### config.mk
export PLATFORM = sky130hd
export DESIGN_NAME = command_response_sequencer_top
export DESIGN_NICKNAME = d
export VERILOG_FILES = /design/src/hw/rtl/crs_pkg.sv /design/src/hw/rtl/crs_datapath.sv /design/src/hw/rtl/crs_ctrl.sv /design/src/hw/rtl/command_response_sequencer_top.sv
export SDC_FILE = /design/constraint.sdc
export NUM_CORES = 2
export LEC_CHECK = 0
export BUFFER_PORTS_ARGS = -buffer_cell sky130_fd_sc_hd__buf_2
export CORE_MARGIN = 2
export CORE_UTILIZATION = 45
export CTS_CLUSTER_DIAMETER = 200
export DETAILED_ROUTE_END_ITERATION = 10
export PLACE_DENSITY_LB_ADDON = 0.25
export SLEW_MARGIN = 5
export SYNTH_ARGS = -nofsm -noshare
export SYNTH_HDL_FRONTEND = slang
export SYNTH_HIERARCHICAL = 1
export SYNTH_SLANG_ARGS = --single-unit
### constraint.sdc
create_clock -name clk_i -period 20.3 [get_ports clk_i]
set_input_delay 2.03 -clock clk_i [delete_from_list [all_inputs] [get_ports clk_i]]
set_output_delay 2.03 -clock clk_i [all_outputs]
set_load 0.02 [all_outputs]
### src/hw/rtl/crs_pkg.sv
package crs_pkg;

  localparam int unsigned TABLE_DEPTH_DEF = 16;
  localparam int unsigned PATTERN_MAX_DEF = 16;

  typedef enum logic [2:0] {
    KIND_LOAD_PATTERN = 3'd0,
    KIND_LOAD_TIMING  = 3'd1,
    KIND_START        = 3'd2,
    KIND_RX_BYTE      = 3'd3,
    KIND_TICK         = 3'd4,
    KIND_TX_STATUS    = 3'd5
  } kind_e;

  typedef enum logic [2:0] {
    EV_NONE    = 3'd0,
    EV_SEND    = 3'd1,
    EV_DONE    = 3'd2,
    EV_HWERR   = 3'd3,
    EV_TIMEOUT = 3'd4,
    EV_ERRRSP  = 3'd5
  } event_e;

  typedef enum logic [1:0] {
    IDX_ZERO = 2'd0,
    IDX_CUR  = 2'd1,
    IDX_NEXT = 2'd2
  } idx_sel_e;

  typedef enum logic [3:0] {
    PH_IDLE  = 4'b0001,
    PH_TX    = 4'b0010,
    PH_REPLY = 4'b0100,
    PH_AFTER = 4'b1000
  } phase_e;

  typedef enum logic [2:0] {
    SEQ_WAIT = 3'b001,
    SEQ_READ = 3'b010,
    SEQ_EXEC = 3'b100
  } seq_e;

  typedef struct packed {
    logic     capture;
    logic     read;
    logic     wr_pattern;
    logic     wr_entry;
    logic     entry_zero;
    logic     entry_inc;
    logic     entry_clear;
    logic     rx_seen;
    logic     rx_match;
    logic     tick;
    logic     clr_elapsed;
    logic     out_load;
    event_e   ev;
    idx_sel_e idx_sel;
  } crs_cmd_t;

  typedef struct packed {
    kind_e kind;
    logic  tx_ok;
    logic  len_zero;
    logic  matched;
    logic  any_rx;
    logic  rx_full;
    logic  tmo_hit;
    logic  dly_hit;
    logic  first_in;
    logic  next_in;
  } crs_status_t;

endpackage

### src/hw/rtl/crs_datapath.sv
module crs_datapath #(
  parameter int unsigned TABLE_DEPTH = crs_pkg::TABLE_DEPTH_DEF,
  parameter int unsigned PATTERN_MAX = crs_pkg::PATTERN_MAX_DEF
) (
  input  logic                clk_i,
  input  logic                rst_ni,
  input  logic                cfg_we_i,
  input  logic [4:0]          cfg_wdata_i,
  input  logic [2:0]          kind_i,
  input  logic [3:0]          entry_i,
  input  logic [3:0]          byte_position_i,
  input  logic [7:0]          data_byte_i,
  input  logic [4:0]          pattern_length_i,
  input  logic [15:0]         response_timeout_ms_i,
  input  logic [15:0]         after_delay_ms_i,
  input  logic                transmit_ok_i,
  input  crs_pkg::crs_cmd_t   cmd_i,
  output crs_pkg::crs_status_t status_o,
  output logic [2:0]          event_res_o,
  output logic [3:0]          entry_index_o
);
  import crs_pkg::*;

  localparam int unsigned PAT_DEPTH = TABLE_DEPTH * PATTERN_MAX;
  localparam int unsigned EA_W = (TABLE_DEPTH > 1) ? $clog2(TABLE_DEPTH) : 1;
  localparam int unsigned PA_W = (PAT_DEPTH > 1) ? $clog2(PAT_DEPTH) : 1;
  localparam int unsigned PW_W = PA_W + 1;
  localparam int unsigned CE_W = $clog2(TABLE_DEPTH + 1);
  localparam int unsigned MP_W = $clog2(PATTERN_MAX + 1);

  // captured transaction
  logic [2:0]  kind_q;
  logic [3:0]  entry_q;
  logic [3:0]  pos_q;
  logic [7:0]  byte_q;
  logic [4:0]  plen_q;
  logic [15:0] tmo_q;
  logic [15:0] dly_q;
  logic        ok_q;

  // sequence state
  logic [4:0]      table_length_q;
  logic [CE_W-1:0] current_entry_q;
  logic [15:0]     elapsed_q;
  logic [MP_W-1:0] match_q;
  logic            matched_q;
  logic            any_q;

  // stores
  logic [7:0]      pat_mem [PAT_DEPTH];
  logic [MP_W-1:0] len_mem [TABLE_DEPTH];
  logic [15:0]     tmo_mem [TABLE_DEPTH];
  logic [15:0]     dly_mem [TABLE_DEPTH];

  logic [7:0]      pat_cur_q;
  logic [7:0]      pat_first_q;
  logic [MP_W-1:0] len_rd_q;
  logic [15:0]     tmo_rd_q;
  logic [15:0]     dly_rd_q;

  logic [2:0] ev_q;
  logic [3:0] idx_q;

  logic            load_ent_ok;
  logic            load_pos_ok;
  logic [MP_W-1:0] plen_sat;
  logic [PW_W-1:0] wr_pat_w;
  logic [PA_W-1:0] wr_pat_addr;
  logic [EA_W-1:0] wr_ent_addr;
  logic [EA_W-1:0] ent_rd;
  logic [MP_W-1:0] mp_rd;
  logic [PW_W-1:0] base_w;
  logic [PW_W-1:0] cur_w;
  logic [MP_W-1:0] rx_next;
  logic [15:0]     el_inc;
  logic [CE_W-1:0] used_len;
  logic [CE_W-1:0] entry_next;

  assign load_ent_ok = 32'(entry_q) < TABLE_DEPTH;
  assign load_pos_ok = 32'(pos_q) < PATTERN_MAX;
  assign plen_sat    = (32'(plen_q) > PATTERN_MAX) ? MP_W'(PATTERN_MAX) : MP_W'(plen_q);
  assign wr_pat_w    = PW_W'(PW_W'(entry_q) * PW_W'(PATTERN_MAX)) + PW_W'(pos_q);
  assign wr_pat_addr = wr_pat_w[PA_W-1:0];
  assign wr_ent_addr = EA_W'(entry_q);

  assign ent_rd = (32'(current_entry_q) < TABLE_DEPTH) ? EA_W'(current_entry_q) : '0;
  assign mp_rd  = (32'(match_q) < PATTERN_MAX) ? match_q : '0;
  assign base_w = PW_W'(PW_W'(ent_rd) * PW_W'(PATTERN_MAX));
  assign cur_w  = base_w + PW_W'(mp_rd);

  // naive restart on mismatch
  assign rx_next = ((match_q < len_rd_q) && (pat_cur_q == byte_q)) ? match_q + MP_W'(1) :
                   ((pat_first_q == byte_q) ? MP_W'(1) : '0);
  assign el_inc  = (elapsed_q == 16'hFFFF) ? elapsed_q : elapsed_q + 16'd1;
  assign used_len = (32'(table_length_q) > TABLE_DEPTH) ? CE_W'(TABLE_DEPTH)
                                                        : CE_W'(table_length_q);
  assign entry_next = current_entry_q + CE_W'(1);

  always_comb begin
    status_o.kind     = kind_e'(kind_q);
    status_o.tx_ok    = ok_q;
    status_o.len_zero = (len_rd_q == '0);
    status_o.matched  = matched_q;
    status_o.any_rx   = any_q;
    status_o.rx_full  = (rx_next >= len_rd_q);
    status_o.tmo_hit  = (el_inc >= tmo_rd_q);
    status_o.dly_hit  = (el_inc >= dly_rd_q);
    status_o.first_in = (used_len != '0);
    status_o.next_in  = (entry_next < used_len);
  end

  always_ff @(posedge clk_i) begin
    if (cmd_i.capture) begin
      kind_q  <= kind_i;
      entry_q <= entry_i;
      pos_q   <= byte_position_i;
      byte_q  <= data_byte_i;
      plen_q  <= pattern_length_i;
      tmo_q   <= response_timeout_ms_i;
      dly_q   <= after_delay_ms_i;
      ok_q    <= transmit_ok_i;
    end
  end

  always_ff @(posedge clk_i) begin
    if (cmd_i.wr_pattern && load_ent_ok && load_pos_ok) begin
      pat_mem[wr_pat_addr] <= byte_q;
    end
    if (cmd_i.wr_entry && load_ent_ok) begin
      len_mem[wr_ent_addr] <= plen_sat;
      tmo_mem[wr_ent_addr] <= tmo_q;
      dly_mem[wr_ent_addr] <= dly_q;
    end
  end

  always_ff @(posedge clk_i) begin
    if (cmd_i.read) begin
      pat_cur_q   <= pat_mem[cur_w[PA_W-1:0]];
      pat_first_q <= pat_mem[base_w[PA_W-1:0]];
      len_rd_q    <= len_mem[ent_rd];
      tmo_rd_q    <= tmo_mem[ent_rd];
      dly_rd_q    <= dly_mem[ent_rd];
    end
  end

  always_ff @(posedge clk_i or negedge rst_ni) begin
    if (!rst_ni) begin
      table_length_q  <= '0;
      current_entry_q <= '0;
      elapsed_q       <= '0;
      match_q         <= '0;
      matched_q       <= 1'b0;
      any_q           <= 1'b0;
    end else begin
      if (cfg_we_i) begin
        table_length_q <= cfg_wdata_i;
      end
      if (cmd_i.entry_zero) begin
        current_entry_q <= '0;
      end else if (cmd_i.entry_inc) begin
        current_entry_q <= entry_next;
      end
      if (cmd_i.entry_clear || cmd_i.clr_elapsed) begin
        elapsed_q <= '0;
      end else if (cmd_i.tick) begin
        elapsed_q <= el_inc;
      end
      if (cmd_i.entry_clear) begin
        match_q   <= '0;
        matched_q <= 1'b0;
        any_q     <= 1'b0;
      end else begin
        if (cmd_i.rx_match) begin
          match_q <= rx_next;
          if (status_o.rx_full) begin
            matched_q <= 1'b1;
          end
        end
        if (cmd_i.rx_seen) begin
          any_q <= 1'b1;
        end
      end
    end
  end

  always_ff @(posedge clk_i) begin
    if (cmd_i.out_load) begin
      ev_q <= cmd_i.ev;
      case (cmd_i.idx_sel)
        IDX_CUR:  idx_q <= 4'(current_entry_q);
        IDX_NEXT: idx_q <= 4'(entry_next);
        default:  idx_q <= 4'd0;
      endcase
    end
  end

  assign event_res_o   = ev_q;
  assign entry_index_o = idx_q;

endmodule

### src/hw/rtl/crs_ctrl.sv
module crs_ctrl (
  input  logic                 clk_i,
  input  logic                 rst_ni,
  input  logic                 in_valid_i,
  output logic                 in_stall_o,
  output logic                 out_valid_o,
  input  logic                 out_stall_i,
  input  crs_pkg::crs_status_t status_i,
  output crs_pkg::crs_cmd_t    cmd_o
);
  import crs_pkg::*;

  seq_e   seq_q, seq_d;
  phase_e phase_q, phase_d;
  logic   out_valid_q, out_valid_d;
  logic   fire;
  logic   rx_allowed;

  assign fire       = (seq_q == SEQ_EXEC) && (!out_valid_q || !out_stall_i);
  assign rx_allowed = ((phase_q == PH_TX) || (phase_q == PH_REPLY)) &&
                      !status_i.matched && !status_i.len_zero;

  always_comb begin
    cmd_o         = '0;
    cmd_o.ev      = EV_NONE;
    cmd_o.idx_sel = IDX_ZERO;
    cmd_o.capture = (seq_q == SEQ_WAIT) && in_valid_i;
    cmd_o.read    = (seq_q == SEQ_READ);
    phase_d       = phase_q;

    if (fire) begin
      cmd_o.out_load = 1'b1;
      case (status_i.kind)
        KIND_LOAD_PATTERN: begin
          cmd_o.wr_pattern = 1'b1;
        end
        KIND_LOAD_TIMING: begin
          cmd_o.wr_entry = 1'b1;
        end
        KIND_START: begin
          cmd_o.entry_zero = 1'b1;
          if (status_i.first_in) begin
            cmd_o.entry_clear = 1'b1;
            cmd_o.ev          = EV_SEND;
            phase_d           = PH_TX;
          end else begin
            cmd_o.ev = EV_DONE;
            phase_d  = PH_IDLE;
          end
        end
        KIND_RX_BYTE: begin
          cmd_o.rx_seen = 1'b1;
          if (rx_allowed) begin
            cmd_o.rx_match = 1'b1;
            if (status_i.rx_full && (phase_q == PH_REPLY)) begin
              cmd_o.clr_elapsed = 1'b1;
              phase_d           = PH_AFTER;
            end
          end
        end
        KIND_TICK: begin
          if (phase_q == PH_REPLY) begin
            cmd_o.tick = 1'b1;
            if (status_i.tmo_hit) begin
              cmd_o.ev      = status_i.any_rx ? EV_ERRRSP : EV_TIMEOUT;
              cmd_o.idx_sel = IDX_CUR;
              phase_d       = PH_IDLE;
            end
          end else if (phase_q == PH_AFTER) begin
            cmd_o.tick = 1'b1;
            if (status_i.dly_hit) begin
              cmd_o.entry_inc = 1'b1;
              if (status_i.next_in) begin
                cmd_o.entry_clear = 1'b1;
                cmd_o.ev          = EV_SEND;
                cmd_o.idx_sel     = IDX_NEXT;
                phase_d           = PH_TX;
              end else begin
                cmd_o.ev = EV_DONE;
                phase_d  = PH_IDLE;
              end
            end
          end
        end
        KIND_TX_STATUS: begin
          if (phase_q == PH_TX) begin
            if (!status_i.tx_ok) begin
              cmd_o.ev      = EV_HWERR;
              cmd_o.idx_sel = IDX_CUR;
              phase_d       = PH_IDLE;
            end else begin
              cmd_o.clr_elapsed = 1'b1;
              phase_d = (status_i.len_zero || status_i.matched) ? PH_AFTER : PH_REPLY;
            end
          end
        end
        default: begin
        end
      endcase
    end
  end

  always_comb begin
    seq_d = seq_q;
    case (seq_q)
      SEQ_WAIT: begin
        if (in_valid_i) begin
          seq_d = SEQ_READ;
        end
      end
      SEQ_READ: begin
        seq_d = SEQ_EXEC;
      end
      SEQ_EXEC: begin
        if (fire) begin
          seq_d = SEQ_WAIT;
        end
      end
      default: begin
        seq_d = SEQ_WAIT;
      end
    endcase
  end

  always_comb begin
    if (fire) begin
      out_valid_d = 1'b1;
    end else if (out_valid_q && !out_stall_i) begin
      out_valid_d = 1'b0;
    end else begin
      out_valid_d = out_valid_q;
    end
  end

  always_ff @(posedge clk_i or negedge rst_ni) begin
    if (!rst_ni) begin
      seq_q       <= SEQ_WAIT;
      phase_q     <= PH_IDLE;
      out_valid_q <= 1'b0;
    end else begin
      seq_q       <= seq_d;
      phase_q     <= phase_d;
      out_valid_q <= out_valid_d;
    end
  end

  assign in_stall_o  = (seq_q != SEQ_WAIT);
  assign out_valid_o = out_valid_q;

endmodule

### src/hw/rtl/command_response_sequencer_top.sv
// Steps through a loaded table of modem commands: for each entry it asks for a transmit,
// takes the transmit status, scans received bytes for the expected reply, then waits out
// the after-reply delay on millisecond ticks. Every input transaction, including loads,
// ticks and received bytes, yields exactly one result transaction (event code none when
// nothing happened). A transaction goes through capture, a registered read of the
// pattern and entry memories, and the update that loads the result register; the next
// transaction is taken while the previous result still waits, so back pressure on the
// result side only delays the update step. Configure table length only while idle.
module command_response_sequencer_top #(
  parameter int unsigned TABLE_DEPTH = crs_pkg::TABLE_DEPTH_DEF,
  parameter int unsigned PATTERN_MAX = crs_pkg::PATTERN_MAX_DEF
) (
  input  logic        clk_i,
  input  logic        rst_ni,
  input  logic        cfg_we_i,
  input  logic [4:0]  cfg_wdata_i,
  input  logic        in_valid_i,
  output logic        in_stall_o,
  input  logic [2:0]  kind_i,
  input  logic [3:0]  entry_i,
  input  logic [3:0]  byte_position_i,
  input  logic [7:0]  data_byte_i,
  input  logic [4:0]  pattern_length_i,
  input  logic [15:0] response_timeout_ms_i,
  input  logic [15:0] after_delay_ms_i,
  input  logic        transmit_ok_i,
  output logic        out_valid_o,
  input  logic        out_stall_i,
  output logic [2:0]  event_res_o,
  output logic [3:0]  entry_index_o
);
  import crs_pkg::*;

  crs_cmd_t    cmd;
  crs_status_t status;

  crs_ctrl u_ctrl (
    .clk_i       (clk_i),
    .rst_ni      (rst_ni),
    .in_valid_i  (in_valid_i),
    .in_stall_o  (in_stall_o),
    .out_valid_o (out_valid_o),
    .out_stall_i (out_stall_i),
    .status_i    (status),
    .cmd_o       (cmd)
  );

  crs_datapath #(
    .TABLE_DEPTH (TABLE_DEPTH),
    .PATTERN_MAX (PATTERN_MAX)
  ) u_datapath (
    .clk_i                 (clk_i),
    .rst_ni                (rst_ni),
    .cfg_we_i              (cfg_we_i),
    .cfg_wdata_i           (cfg_wdata_i),
    .kind_i                (kind_i),
    .entry_i               (entry_i),
    .byte_position_i       (byte_position_i),
    .data_byte_i           (data_byte_i),
    .pattern_length_i      (pattern_length_i),
    .response_timeout_ms_i (response_timeout_ms_i),
    .after_delay_ms_i      (after_delay_ms_i),
    .transmit_ok_i         (transmit_ok_i),
    .cmd_i                 (cmd),
    .status_o              (status),
    .event_res_o           (event_res_o),
    .entry_index_o         (entry_index_o)
  );

endmodule
==> metrics.md <==
| Metric | Value |
|---|---|
| Run status | `complete, no violations` |
| PortBufs | `75` |
| Die ar. | `0.2536 sq mm` |
| Placer Congestion | `0.9283` |
| Sink Count | `2798` |
| Row cnt | `183` |
| EDFF count, synth | `2757` |
| Multiplexer share of the synthesized area | `5.642%` |
| Final setup fails | `0` |
| Core Footprint | `0.2484 sq mm` |
| Met1 WL | `135100 microns` |
| Initial antenna violation count | `18` |
| Via density | `6.362` |
| Postcts setup bufs | `0` |
| Initial Util | `45.22%` |
| Post-synthesis xor/xnor area fraction | `0.3743%` |
| Async SR Flop Fraction | `1.465%` |
| Post-synth net total | `7437` |
| Final WS setup | `13.58 ns` |
| RSZ-0062 raised after global routing | `no` |
| Largest area contributor in the netlist | `edfxtp_1` |
| Die width | `503.6 microns` |
| Setup_tns | `0 ns` |
| Synthesized cell area | `0.1123 sq mm` |
| CP max FO | `163` |
| Arr. time, crit path | `7.36 ns` |
| GRT Total Usage | `26.63%` |
| Lkg Pwr | `39.83 nW` |
| Finished Layout Cells | `10880` |
| Main synth FF type | `edfxtp_1` |
| Clock skew | `0.09620 ns` |
| #FFs+latches synth | `2798` |
| Post-synthesis sequential area ratio | `74.62%` |
| Hold_sp | `u_datapath/any_q` |
| Cell with the most instances after synthesis | `edfxtp_1` |
| Final hold viol count | `0` |
| Setup WS pre-CTS | `13.52 ns` |
| Largest net degree at the start of global routing | `164` |
| Pwr per Cell Area | `103.2 mW/mm^2` |
| Fmax | `148.8 MHz` |
| Worst setup EP type | `register` |
| Max-slew violations | `0` |
| Avg Cell Area, Syn | `15.35 sq um` |
| Post-Synth Adder-Cell Area | `0.5569%` |
| CTS Buf Count | `304` |
| Ys Warns | `6` |
| ANT nets after route | `0` |
| Final min period | `6.722 ns` |
| Grt total ovfl | `0` |
| Total Wirelength | `345500 microns` |
| Pwr Total | `12.99 mW` |
| Die H | `503.6 microns` |
| Slew @ Worst Pin | `1.447 ns` |
| Crit. Startpoint | `u_datapath/match_q[2]` |
| Detailed placer's ending HPWL | `200100 microns` |
| Synth area leaders | `edfxtp_1, mux2i_1, mux2_2` |
| CTS root buf | `clkbuf_16` |
| Total of max-cap violations | `0` |
| Worst-Skew Late Latency | `0.95 ns` |
| Period utilisation layout | `33.11%` |
| Routed wl met2 | `157000 microns` |
| CP Class | `reg -> reg` |
| Slew HR | `3.284%` |
| Vias in the first global route | `65290` |
| DR top layer | `met5` |
| Initial drt markers | `10960` |
| Max IR drop VDD | `0.00009780 V` |
| Number of cells after detailed placement | `10350` |
| Post-CTS Resized | `0` |
| Area fraction in compound gates after synthesis | `10.45%` |
| Simple-Gate Fraction of Synth Area | `5.817%` |
| WL met3 | `39220 microns` |
| CTS tree | `done` |
| WL per Instance | `31.76 microns` |
| I/O pin cnt | `76` |
| Gate Count Post-Synth | `7320` |
| Final net count | `7439` |
| R2R Path Start | `u_datapath/match_q[2]` |
| Req. time, crit path | `20.94 ns` |
| Clock Tree Buf Depth | `4` |
| Initial DRT Pass Iterations | `8` |
| HP Class | `reg -> reg` |
| Number of remaining DRC errors | `0` |
| Clock slew at reported path FFs | `0.06 ns` |
| Via count | `69210` |
| Fin util | `50.68%` |
| Main combinational cell family by area after synthesis | `compound AO/OA/AOI/OAI gates` |
| First-pass GRT wire length | `484800 microns` |
| Share of layout cells above drive strength 1 | `13.62%` |
| Startpoint types | `register` |
| Syn-to-layout area delta | `12.09%` |
| # hold bufs at CTS | `0` |
| Top post-synthesis cells by count | `edfxtp_1, nand2_1, a21oi_1, o21ai_0, nor2_1` |
| Post-synth cell types | `92` |
| H-tree depth | `5` |
| Yosys top cell area share | `73.70%` |
## sequential cells by signal, indices dropped and copies added (netlist names), 4 cells and up
register	flops
u_ctrl/phase_q	4
u_datapath/byte_q	8
u_datapath/current_entry_q	5
u_datapath/dly_mem	256
u_datapath/dly_q	16
u_datapath/dly_rd_q	16
u_datapath/elapsed_q	16
u_datapath/entry_index_o	4
u_datapath/entry_q	4
u_datapath/len_mem	80
u_datapath/len_rd_q	5
u_datapath/match_q	5
u_datapath/pat_cur_q	8
u_datapath/pat_first_q	8
u_datapath/pat_mem	2048
u_datapath/plen_q	5
u_datapath/pos_q	4
u_datapath/table_length_q	5
u_datapath/tmo_mem	256
u_datapath/tmo_q	16
u_datapath/tmo_rd_q	16
## cells in the final DEF, fill, tap and decap left out, drive strengths merged, types with 142 or more instances in the layout
master | Yosys | final
o221ai | 142 | 142
a211oi | 150 | 150
clkbuf | 252 | 356
o21ai | 376 | 376
nand2 | 546 | 546
o22ai | 238 | 238
nor2 | 355 | 355
edfxtp | 2757 | 2757
buf | 299 | 247
nor3 | 161 | 161
mux2 | 236 | 236
a21oi | 463 | 463
mux2i | 347 | 347
## metal layers
layer | vias to the layer above | track usage [%]
met4 | 4 | 9.868
li1 | 28960 | -
met5 | - | 0
met1 | 35030 | 37.08
met3 | 752 | 6.253
met2 | 4458 | 40.81
## worst paths after layout
kind	cells past startpoint	slack, ns	to
worst max-delay path	11	13.58	u_datapath/pat_cur_q[5]
worst min-delay path	2	0.52	u_datapath/any_q
worst max register to register	11	13.58	u_datapath/pat_cur_q[5]
worst min register to register	2	0.52	u_datapath/any_q
max in group asynchronous	1	18.26	u_datapath/match_q[2]
min in group asynchronous	1	1.25	u_datapath/table_length_q[2]
## where the power goes
| group | switching (mW) | internal (mW) | leakage, nW |
|---|---|---|---|
| Clock | 2.21 | 3.33 | 4.84 |
| Sequential | 0.109 | 6.69 | 25.3 |
| Combinational | 0.561 | 0.0948 | 9.65 |
## metrics by stage
step	hold slack, ns	cell area [sq um]
CTS	0.5250	125900
finish	0.5213	125900
global route	0.5696	125900
detailed placement	0.5074	116000
global placement	0.5131	116000
floorplan	0.4612	112300
## kinds of logic (layout without fill, tap and decap cells)
kind of cell,after synthesis,after routing
flip-flops,2798,2798
other,0,6
AO/OA/AOI/OAI,1808,1808
buffers and inverters,601,823
multiplexers,592,592
adder cells (fa/ha/maj),50,50
XOR/XNOR,48,48
AND/OR/NAND/NOR,1423,1423
## layout make-up
class | instances | area (sq um)
repair buffers | 247 | 1829
fillers | 20410 | 122500
diodes | 6 | 15.01
inverters | 50 | 195.2
clock inverters | 170 | 1907
clock buffers | 356 | 7971
well taps | 3330 | 4167
multi-input cells | 3921 | 25990
flip-flops and latches | 2798 | 83840
## critical path, cell delays in order, from the launching register on
cell,delay [ns]
dfrtp_4,0.84
nor2b_4,0.35
buf_4,0.50
buf_12,0.65
buf_4,0.76
buf_4,0.79
mux2i_1,0.28
o22ai_1,0.10
o21ai_0,0.60
a31oi_1,0.29
a221oi_1,0.63
nor4_1,0.15
No activity file was read; power rests on OpenSTA's default activity.
